`src/hw/rtl/spq_pkg.sv`:
```
package spq_pkg;

  localparam int unsigned QueueDepthDefault = 64;
  localparam int unsigned TagBitsDefault    = 16;

  localparam int unsigned SevW    = 16;
  localparam int unsigned ArrW    = 32;
  localparam int unsigned TagPortW = 16;
  localparam int unsigned StatusW = 3;

  localparam logic [1:0] CmdInsert = 2'd0;
  localparam logic [1:0] CmdServe  = 2'd1;
  localparam logic [1:0] CmdClear  = 2'd2;

  localparam logic [StatusW-1:0] StInserted = 3'd0;
  localparam logic [StatusW-1:0] StServed   = 3'd1;
  localparam logic [StatusW-1:0] StEmpty    = 3'd2;
  localparam logic [StatusW-1:0] StFull     = 3'd3;
  localparam logic [StatusW-1:0] StCleared  = 3'd4;

  typedef struct packed {
    logic insert;
    logic serve;
    logic clear;
  } cell_ctl_t;

endpackage

```
`src/hw/rtl/spq_cell.sv`:
```
module spq_cell
  import spq_pkg::*;
#(
  parameter int unsigned TagW = TagBitsDefault
) (
  input  logic            clk_i,
  input  logic            rst_ni,
  input  cell_ctl_t       ctl_i,
  input  logic [SevW-1:0] new_sev_i,
  input  logic [ArrW-1:0] new_arr_i,
  input  logic [TagW-1:0] new_tag_i,
  input  logic            prev_take_i,
  input  logic            prev_valid_i,
  input  logic [SevW-1:0] prev_sev_i,
  input  logic [ArrW-1:0] prev_arr_i,
  input  logic [TagW-1:0] prev_tag_i,
  input  logic            next_valid_i,
  input  logic [SevW-1:0] next_sev_i,
  input  logic [ArrW-1:0] next_arr_i,
  input  logic [TagW-1:0] next_tag_i,
  output logic            take_o,
  output logic            valid_o,
  output logic [SevW-1:0] sev_o,
  output logic [ArrW-1:0] arr_o,
  output logic [TagW-1:0] tag_o
);

  logic            valid_q, valid_d;
  logic [SevW-1:0] sev_q, sev_d;
  logic [ArrW-1:0] arr_q, arr_d;
  logic [TagW-1:0] tag_q, tag_d;
  logic            beats;

  // new item ranks ahead: higher severity, or same severity and earlier arrival
  assign beats  = (new_sev_i > sev_q) || ((new_sev_i == sev_q) && (new_arr_i < arr_q));
  assign take_o = !valid_q || beats;

  always_comb begin
    valid_d = valid_q;
    sev_d   = sev_q;
    arr_d   = arr_q;
    tag_d   = tag_q;
    if (ctl_i.clear) begin
      valid_d = 1'b0;
    end else if (ctl_i.serve) begin
      valid_d = next_valid_i;
      sev_d   = next_sev_i;
      arr_d   = next_arr_i;
      tag_d   = next_tag_i;
    end else if (ctl_i.insert && take_o) begin
      if (prev_take_i) begin
        // displaced from above: shift down one place
        valid_d = prev_valid_i;
        sev_d   = prev_sev_i;
        arr_d   = prev_arr_i;
        tag_d   = prev_tag_i;
      end else begin
        valid_d = 1'b1;
        sev_d   = new_sev_i;
        arr_d   = new_arr_i;
        tag_d   = new_tag_i;
      end
    end
  end

  always_ff @(posedge clk_i or negedge rst_ni) begin
    if (!rst_ni) begin
      valid_q <= 1'b0;
    end else begin
      valid_q <= valid_d;
    end
  end

  always_ff @(posedge clk_i) begin
    sev_q <= sev_d;
    arr_q <= arr_d;
    tag_q <= tag_d;
  end

  assign valid_o = valid_q;
  assign sev_o   = sev_q;
  assign arr_o   = arr_q;
  assign tag_o   = tag_q;

endmodule
```
`config.mk`:
```
export PLATFORM = sky130hd
export DESIGN_NAME = spq_cell
export DESIGN_NICKNAME = d
export VERILOG_FILES = /design/src/hw/rtl/spq_pkg.sv /design/src/hw/rtl/spq_cell.sv
export SDC_FILE = /design/constraint.sdc
export NUM_CORES = 1
export LEC_CHECK = 0
export ABC_AREA = 1
export BUFFER_PORTS_ARGS = -buffer_cell sky130_fd_sc_hd__buf_2
export CAP_MARGIN = 40
export CORE_MARGIN = 4
export CORE_UTILIZATION = 48
export CTS_CLUSTER_DIAMETER = 60
export DETAILED_ROUTE_END_ITERATION = 12
export PLACE_DENSITY = 0.87
export SLEW_MARGIN = 20
export SYNTH_ARGS = -nofsm -noshare
export SYNTH_HDL_FRONTEND = slang
export SYNTH_SLANG_ARGS = --single-unit
```
`constraint.sdc`:
```
create_clock -name clk_i -period 10 [get_ports clk_i]
set_clock_uncertainty 0.2 [all_clocks]
set_input_delay 2 -clock clk_i [delete_from_list [all_inputs] [get_ports clk_i]]
set_output_delay 2 -clock clk_i [all_outputs]
set_load 0.01 [all_outputs]
```
==> flow_summary.yaml, run 1 <==
grt:
  grt_pass1_wl_mm: 21.2
  grt-ovfl-total: 0
  antenna_found_initial: 1
  grt_usage: 0.241
  first_global_vias: 4496
  grt_max_degree: 68
hold_path:
  hold_class: "register to register"
place:
  port_buffers: 265
  gp_congestion: 0.839
  dp_hpwl_mm: 10.3
  placed_cells: 918
  place_area_um2: 5920
  place_ws_ps: 4440
route:
  dr.first_iter.drc_count: 182
  antenna_left: 0
  dr.pass1.iters: 4
  wl_per_cell_um: 14.8
  vias: 4771
  viasPerCell: 5.10
  drc_errors: 0
  finalWirelength_mm: 13.8
yosys:
  syn_inst: 565
  ys_async_sr_fraction: 0.0154
  yosysSeqAreaShare: 0.432
  syn_area_um2: 4510
  synth_ff_type: "edfxtp_1"
  ys_ff_latch: 65
  syn_nets: 812
  synth-edff-count: 64
  ys_types: 25
  syn_area_per_cell_um2: 7.98
  yosysWarnings: 0
critical_path:
  crit_chain: "buf_2, ha_1, a21oi_1, nor2_1, nor3_1, nand2_1, nand2_1, nand2_1, nand2_1, nand2_1, nand2_2, buf_2"
  worstSetupPathType: "primary input to primary output"
  crit_fanout: 2
  cpLargestDelayFamily: "simple AND/OR/NAND/NOR gates"
  worst_setup_path_start_kind: "primary input"
  crit_slowest_cell: "ha_1"
  crit_arrival_ps: 3370
  crit_path_end_kind: "primary output"
  max_stage_delay_ps: 300
  required_ps: 7800
  cp_common_cell: "nand2_1"
  path_buf_inv: 2
final_layout:
  diodes: 0
  nets: 1066
  fin_area_um2: 6160
  syn_to_final_growth_pct: 36.6
  fillers: 820
  stdcell_count: 935
  drive_above_1_share: 0.364
timing:
  slew_viol_final: 0
  tightest_slew_ps: 771
  maxSlewHeadroom: 0.486
  fin_ws_ps: 4430
  hold_violations: 0
  setup_tns_ps: 0
  setup_viol: 0
  min_period_ps: 5570
  min_period_over_period: 0.557
  fmax_ghz: 0.180
  rsz0062_at_grt: "false"
clock_network:
  post_cts_buffers: 0
  cts_sinks: 65
  postCtsHoldBufs: 0
  clk_latency_ps: 340
  htree_levels: 3
  cts_root_buffer: "clkbuf_8"
  clk_pin_slew_ps: 80
  clockBufferDepth: 2
  cts_tree: "built"
  cts_resized: 0
  cts_buffers: 9
die:
  die_x_um: 105
  pin_count: 266
  core.rowCount: 35
  core_area_um2: 9200
  die_area_um2: 11000
  start_util: 0.490
  die_h_um: 105
power_and_ir_drop:
  switching_share: 0.288
  power.internal_uw: 549
  power_density_nw_per_um2: 125
  p_sw_uw: 221
  power.leakage_nw: 3.20
  pwr-share-clk: 0.321
  pwr-share-comb: 0.246
  seq_power_share: 0.433
  peakVddDrop_uv: 78.5
run:
  max-cap-violations: 0
status:
  status: "finished, final reports clean"
final timing paths:
check | end | cells after the start | slack, ps | start
min | valid_o$_DFFE_PN0P_ | 2 | 420 | valid_o$_DFFE_PN0P_
max in group asynchronous | valid_o$_DFFE_PN0P_ | 1 | 8290 | rst_ni
max reg2reg | arr_o[7]$_DFFE_PP_ | 15 | 7040 | arr_o[5]$_DFFE_PP_
min in group asynchronous | valid_o$_DFFE_PN0P_ | 1 | 1220 | rst_ni
max | take_o | 12 | 4430 | new_arr_i[5]
min reg2reg | valid_o$_DFFE_PN0P_ | 2 | 420 | valid_o$_DFFE_PN0P_
cell usage in the layout, fill, tap and decap left out, types with 2 or more instances in the layout:
master,count
a21oi_1,150
buf_12,2
buf_2,265
buf_4,4
bufinv_16,2
clkbuf_8,9
clkinv_2,2
clkinv_4,2
edfxtp_1,64
ha_1,47
inv_1,58
inv_2,4
nand2_1,113
nand2_2,2
nand3_1,3
nand3_2,2
nor2_1,74
nor3_1,2
o21a_1,2
o21ai_0,5
o21ai_1,2
o21bai_1,2
cells by family (layout without fill, tap and decap cells):
logic type	count (synthesis)	count (layout)	share of synthesized area
AO/OA/AOI/OAI	163	163	0.184
buffers and inverters	90	349	0.0774
flip-flops	65	65	0.432
AND/OR/NAND/NOR	200	200	0.176
adder cells (fa/ha/maj)	47	47	0.130
layout make-up:
class,instances,area [µm²],area share
clock buffer,9,124,0.0201
multi-input combinational,410,2230,0.361
inverter,62,233,0.0378
clock inverter,7,95.1,0.0154
timing repair buffer,271,1400,0.227
sequential,65,1950,0.316
tap,111,139,0.0225
sequential cells by signal (all words and copies together) (netlist names):
register  flops
arr_o        32
tag_o        16
sev_o        16
valid_o       1
metal layers:
metal | wire length, µm | vias to the layer above | track usage
met5 | 7 | - | 0
li1 | - | 2413 | -
met1 | 5320 | 2118 | 0.282
met4 | 390 | 2 | 0.110
met2 | 7020 | 204 | 0.424
met3 | 1070 | 34 | 0.0469
worst register-to-register path: stages (launching register included):
cell and delay, ps:
edfxtp_1 380, inv_1 80, ha_1 240, a21oi_1 160, nor2_1 60, nor3_1 150, nand2_1 90, nand2_1 60
nand2_1 70, nand2_1 90, nand2_1 60, nand2_2 80, nand2_2 90, a21oi_4 150, buf_4 390, buf_12 270
cells in the mapped netlist (3+ instances only):
cell | number | area share
nand3_1 | 3 | 0.0033
a21oi_1 | 151 | 0.17
buf_2 | 3 | 0.0033
inv_1 | 60 | 0.050
o21ai_0 | 5 | 0.0055
nand2_1 | 113 | 0.094
ha_1 | 47 | 0.13
nor2_1 | 74 | 0.062
buf_1 | 10 | 0.0083
edfxtp_1 | 64 | 0.43
clkbuf_1 | 14 | 0.012
power by group through the flow:
stage | Sequential, mW | Combinational, mW | Clock [mW]
after floorplan | 0.351 | 0.0909 | 0
after global placement | 0.339 | 0.183 | 0
after detailed placement | 0.340 | 0.188 | 0
after CTS | 0.334 | 0.189 | 0.253
after global routing | 0.336 | 0.214 | 0.265
final | 0.334 | 0.189 | 0.247
per-stage QoR:
step                hold slack, ps  power (mW)   util
finish                         418       0.770  0.670
global route                   452       0.816  0.670
CTS                            426       0.777  0.668
detailed placement             404       0.528  0.644
global placement               369       0.522  0.642
floorplan                      351       0.442      -
Power figures use the tool's default switching activity.
==> run 2, diff against run 1 <==
--- a/config.mk
+++ b/config.mk
@@ -9,10 +9,10 @@
 export BUFFER_PORTS_ARGS = -buffer_cell sky130_fd_sc_hd__buf_2
 export CAP_MARGIN = 40
 export CORE_MARGIN = 4
-export CORE_UTILIZATION = 48
+export CORE_UTILIZATION = 45
 export CTS_CLUSTER_DIAMETER = 60
 export DETAILED_ROUTE_END_ITERATION = 12
-export PLACE_DENSITY = 0.87
+export PLACE_DENSITY = 0.82
 export SLEW_MARGIN = 20
 export SYNTH_ARGS = -nofsm -noshare
 export SYNTH_HDL_FRONTEND = slang
==> constraint.sdc (replaced) <==
create_clock -name clk_i -period 5.85 [get_ports clk_i]
set_clock_uncertainty 0.2 [all_clocks]
set_input_delay 1.17 -clock clk_i [delete_from_list [all_inputs] [get_ports clk_i]]
set_output_delay 1.17 -clock clk_i [all_outputs]
set_load 0.01 [all_outputs]
==> flow_summary.yaml, run 2 (synthesis gave the netlist of run 1 again) <==
status:
  status: "finished, final reports clean"
final_layout:
  nets: 1066
  fillers: 912
  largest_reg_flops: 32
  diodes: 0
  final_common_cell: "buf_2"
  syn_to_final_growth_pct: 36.4
  drive_above_1_share: 0.364
  final_cell_mix: "buf_2 (265), a21oi_1 (150), nand2_1 (113)"
grt:
  antenna_found_initial: 0
  grt_usage: 0.237
  grt_max_degree: 67
  first_global_vias: 4715
  grt-ovfl-total: 0
  grt_pass1_wl_mm: 21.8
place:
  dp_hpwl_mm: 11.0
  gp_congestion: 0.809
  port_buffers: 265
die:
  die_x_um: 108
  die_area_um2: 11700
  core.rowCount: 36
  start_util: 0.461
  die_h_um: 108
  core_area_um2: 9770
  pin_count: 266
timing:
  min_period_over_period: 0.663
  slew_viol_final: 0
  rsz0062_at_grt: "false"
  tightest_slew_ps: 774
  hold_violations: 0
  fmax_ghz: 0.258
  setup_viol: 0
  min_period_ps: 3880
  setup_tns_ps: 0
  maxSlewHeadroom: 0.484
clock_network:
  cts_sinks: 65
  cts_buffers: 9
  clk_latency_ps: 330
  clk_pin_slew_ps: 70
  clockBufferDepth: 2
  cts_root_buffer: "clkbuf_8"
  postCtsHoldBufs: 0
  htree_levels: 3
  post_cts_buffers: 0
  cts_tree: "built"
  cts_resized: 0
critical_path:
  crit_arrival_ps: 2510
  required_ps: 4480
  rrSetupSlack_ps: 3160
  worstSetupPathType: "primary input to primary output"
  crit_fanout: 2
  crit_path_end_kind: "primary output"
  worst_setup_path_start_kind: "primary input"
route:
  finalWirelength_mm: 14.2
  wl_per_cell_um: 14.8
  viasPerCell: 5.12
  vias: 4903
  dr.first_iter.drc_count: 276
  drc_errors: 0
  dr.pass1.iters: 5
  antenna_left: 0
run:
  max-cap-violations: 0
power_and_ir_drop:
  power_density_nw_per_um2: 207
  peakVddDrop_uv: 161
  power.total_mw: 1.27
  power.leakage_nw: 3.18
hold_path:
  hold_class: "register to register"
==> run 2: worst max-delay path: stages <==
cell and delay [ps]:
buf_2 120, ha_1 290, nand2_1 70, inv_2 60, nand3_2 70, nor3_2 160, and3_1 180, nand2_1 70
nand2_1 90, nand2_2 80, buf_2 140
==> run 2: layout make-up <==
cell class,instances,area [µm²],area share
Sequential cell,65,1950,0.317
Multi-Input combinational cell,410,2230,0.362
Clock buffer,9,124,0.0201
Inverter,62,233,0.0378
Clock inverter,7,71.3,0.0116
Tap cell,133,166,0.0271
Timing Repair Buffer,271,1380,0.225
==> run 2: path summary, 6_finish.rpt <==
kind / from / end / depth (start not counted)
worst max register to register: arr_o[5]$_DFFE_PP_ / arr_o[13]$_DFFE_PP_ / 14
worst max-delay path: new_arr_i[31] / take_o / 11
worst min-delay path: valid_o$_DFFE_PN0P_ / valid_o$_DFFE_PN0P_ / 2
worst min register to register: valid_o$_DFFE_PN0P_ / valid_o$_DFFE_PN0P_ / 2
max in group asynchronous: rst_ni / valid_o$_DFFE_PN0P_ / 1
min in group asynchronous: rst_ni / valid_o$_DFFE_PN0P_ / 1
==> run 2: per-stage QoR <==
| stage | std cells | setup WS (ps) | util | instance area, µm² | hold slack, ps |
|---|---|---|---|---|---|
| finish | 957 | 1970 | 0.629 | 6150 | 328 |
| global route | 957 | 1810 | 0.629 | 6150 | 362 |
| CTS | 957 | 1940 | 0.629 | 6150 | 333 |
| detailed placement | 941 | 1950 | 0.609 | 5960 | 315 |
| global placement | 940 | 1970 | 0.607 | 5940 | 320 |
| floorplan | 565 | 1200 | - | 4510 | 352 |
==> run 2: where the power goes <==
group | switching [mW] | internal [mW]
clock | 0.183 | 0.196
sequential | 0.0136 | 0.557
combinational | 0.185 | 0.140
==> run 2: per-layer routing <==
metal | track usage | share of wire
met5 | 0 | 0
met4 | 0.104 | 0.032
met3 | 0.0484 | 0.095
met2 | 0.422 | 0.50
met1 | 0.276 | 0.38
==> run 3, diff against run 2 <==
==> constraint.sdc (replaced) <==
create_clock -name clk_i -period 4 [get_ports clk_i]
set_clock_uncertainty 0.2 [all_clocks]
set_input_delay 0.8 -clock clk_i [delete_from_list [all_inputs] [get_ports clk_i]]
set_output_delay 0.8 -clock clk_i [all_outputs]
set_load 0.01 [all_outputs]
==> flow_summary.yaml, run 3 (synthesis gave the netlist of run 1 again) <==
timing:
  setup_tns_ps: 0
  min_period_over_period: 0.773
  min_period_ps: 3090
  slew_viol_final: 0
  fmax_ghz: 0.323
  rsz0062_at_grt: "false"
  tightest_slew_ps: 756
  fin_ws_ps: 907
  hold_slack_ps: 40.3
  hold_violations: 0
  setup_viol: 0
  maxSlewHeadroom: 0.496
route:
  vias: 4731
  drc_errors: 0
  wl_per_cell_um: 14.2
  finalWirelength_mm: 13.6
  dr.first_iter.drc_count: 236
  antenna_left: 0
  dr.pass1.iters: 5
  viasPerCell: 4.94
critical_path:
  crit_chain: "buf_2, ha_1, a21oi_1, nor2_1, nor3_1, nand2_1, nand2_1, nand2_1, nand2_1, nand2_1, nand2_2, buf_2"
  crit_path_end_kind: "primary output"
  worstSetupPathType: "primary input to primary output"
  reg2regPathDepth: 14
  cp_common_cell: "nand2_1"
  crit_start: "new_arr_i[5]"
  crit_fanout: 2
  max_stage_delay_ps: 300
  worstSetupEndpoint: "take_o"
  r2r_start: "arr_o[5]$_DFFE_PP_"
  required_ps: 3000
  r2r-end: "arr_o[16]$_DFFE_PP_"
  worst_setup_path_start_kind: "primary input"
  crit_arrival_ps: 2090
  rrSetupSlack_ps: 1420
  crit_slowest_cell: "ha_1"
grt:
  grt_usage: 0.219
  grt-ovfl-total: 0
  grt_max_degree: 67
  first_global_vias: 4370
  antenna_found_initial: 0
  grt_pass1_wl_mm: 20.2
power_and_ir_drop:
  peakVddDrop_uv: 173
  power.leakage_nw: 3.18
  power.total_mw: 1.85
  power_density_nw_per_um2: 301
place:
  placed_cells: 940
  gp_congestion: 0.826
  place_ws_ps: 918
  dp_hpwl_mm: 10.3
  port_buffers: 265
  place_area_um2: 5950
die:
  core_area_um2: 9770
  die_x_um: 108
  die_h_um: 108
  pin_count: 266
  core.rowCount: 36
  die_area_um2: 11700
  start_util: 0.461
clock_network:
  cts_sinks: 65
  cts_resized: 0
  cts_buffers: 9
  cts_root_buffer: "clkbuf_8"
  cts_tree: "built"
  clk_pin_slew_ps: 60
  post_cts_buffers: 0
  clockBufferDepth: 2
  clk_latency_ps: 330
  postCtsHoldBufs: 0
  htree_levels: 3
final_layout:
  largest_reg_flops: 32
  syn_to_final_growth_pct: 36.6
  fillers: 914
  nets: 1066
  final_cell_mix: "buf_2 (265), a21oi_1 (150), nand2_1 (113)"
  stdcell_count: 957
  diodes: 0
  final_util: 0.630
  layout.area.seq_um2: 1950
  final_common_cell: "buf_2"
  fin_area_um2: 6160
  multi_input_area_um2: 2230
  drive_above_1_share: 0.362
status:
  status: "finished, final reports clean"
run:
  max-cap-violations: 0
hold_path:
  hold_class: "primary input to asynchronous set/reset pin"
-- run 3: worst min path at each step --
stage                        start                   to  cells past startpoint
3_3_place_gp   valid_o$_DFFE_PN0P_  valid_o$_DFFE_PN0P_                      2
3_5_place_dp   valid_o$_DFFE_PN0P_  valid_o$_DFFE_PN0P_                      2
4_1_cts                     rst_ni  valid_o$_DFFE_PN0P_                      1
5_1_grt                     rst_ni  valid_o$_DFFE_PN0P_                      1
2_1_floorplan               rst_ni  valid_o$_DFFE_PN0P_                      0
6_report                    rst_ni  valid_o$_DFFE_PN0P_                      1
-- run 3: metal layers --
metal / GRT usage / up-vias / wire length [µm]
li1: - / 2410 / -
met1: 0.250 / 2124 / 5450
met2: 0.415 / 189 / 7010
met3: 0.0501 / 8 / 1040
met4: 0.0505 / 0 / 114
met5: 0 / - / 0
-- run 3: area by class of cell --
cell class	count	area share
inverter	62	0.0378
clock buffer	10	0.0207
timing repair buffer	271	0.228
multi-input combinational	410	0.361
tap	133	0.0270
sequential	65	0.316
clock inverter	6	0.00954
-- run 3: worst max-delay path: cells and delay by family --
kind            cells  cell delay (ps)
buf+inv             2              250
fa+ha+maj           1              300
compound gates      1              150
simple gates        8              590
-- run 3: report_power, final --
group          total, mW  switching, mW  internal [mW]
combinational      0.473          0.266          0.207
clock              0.546          0.262          0.284
sequential         0.834         0.0202          0.814
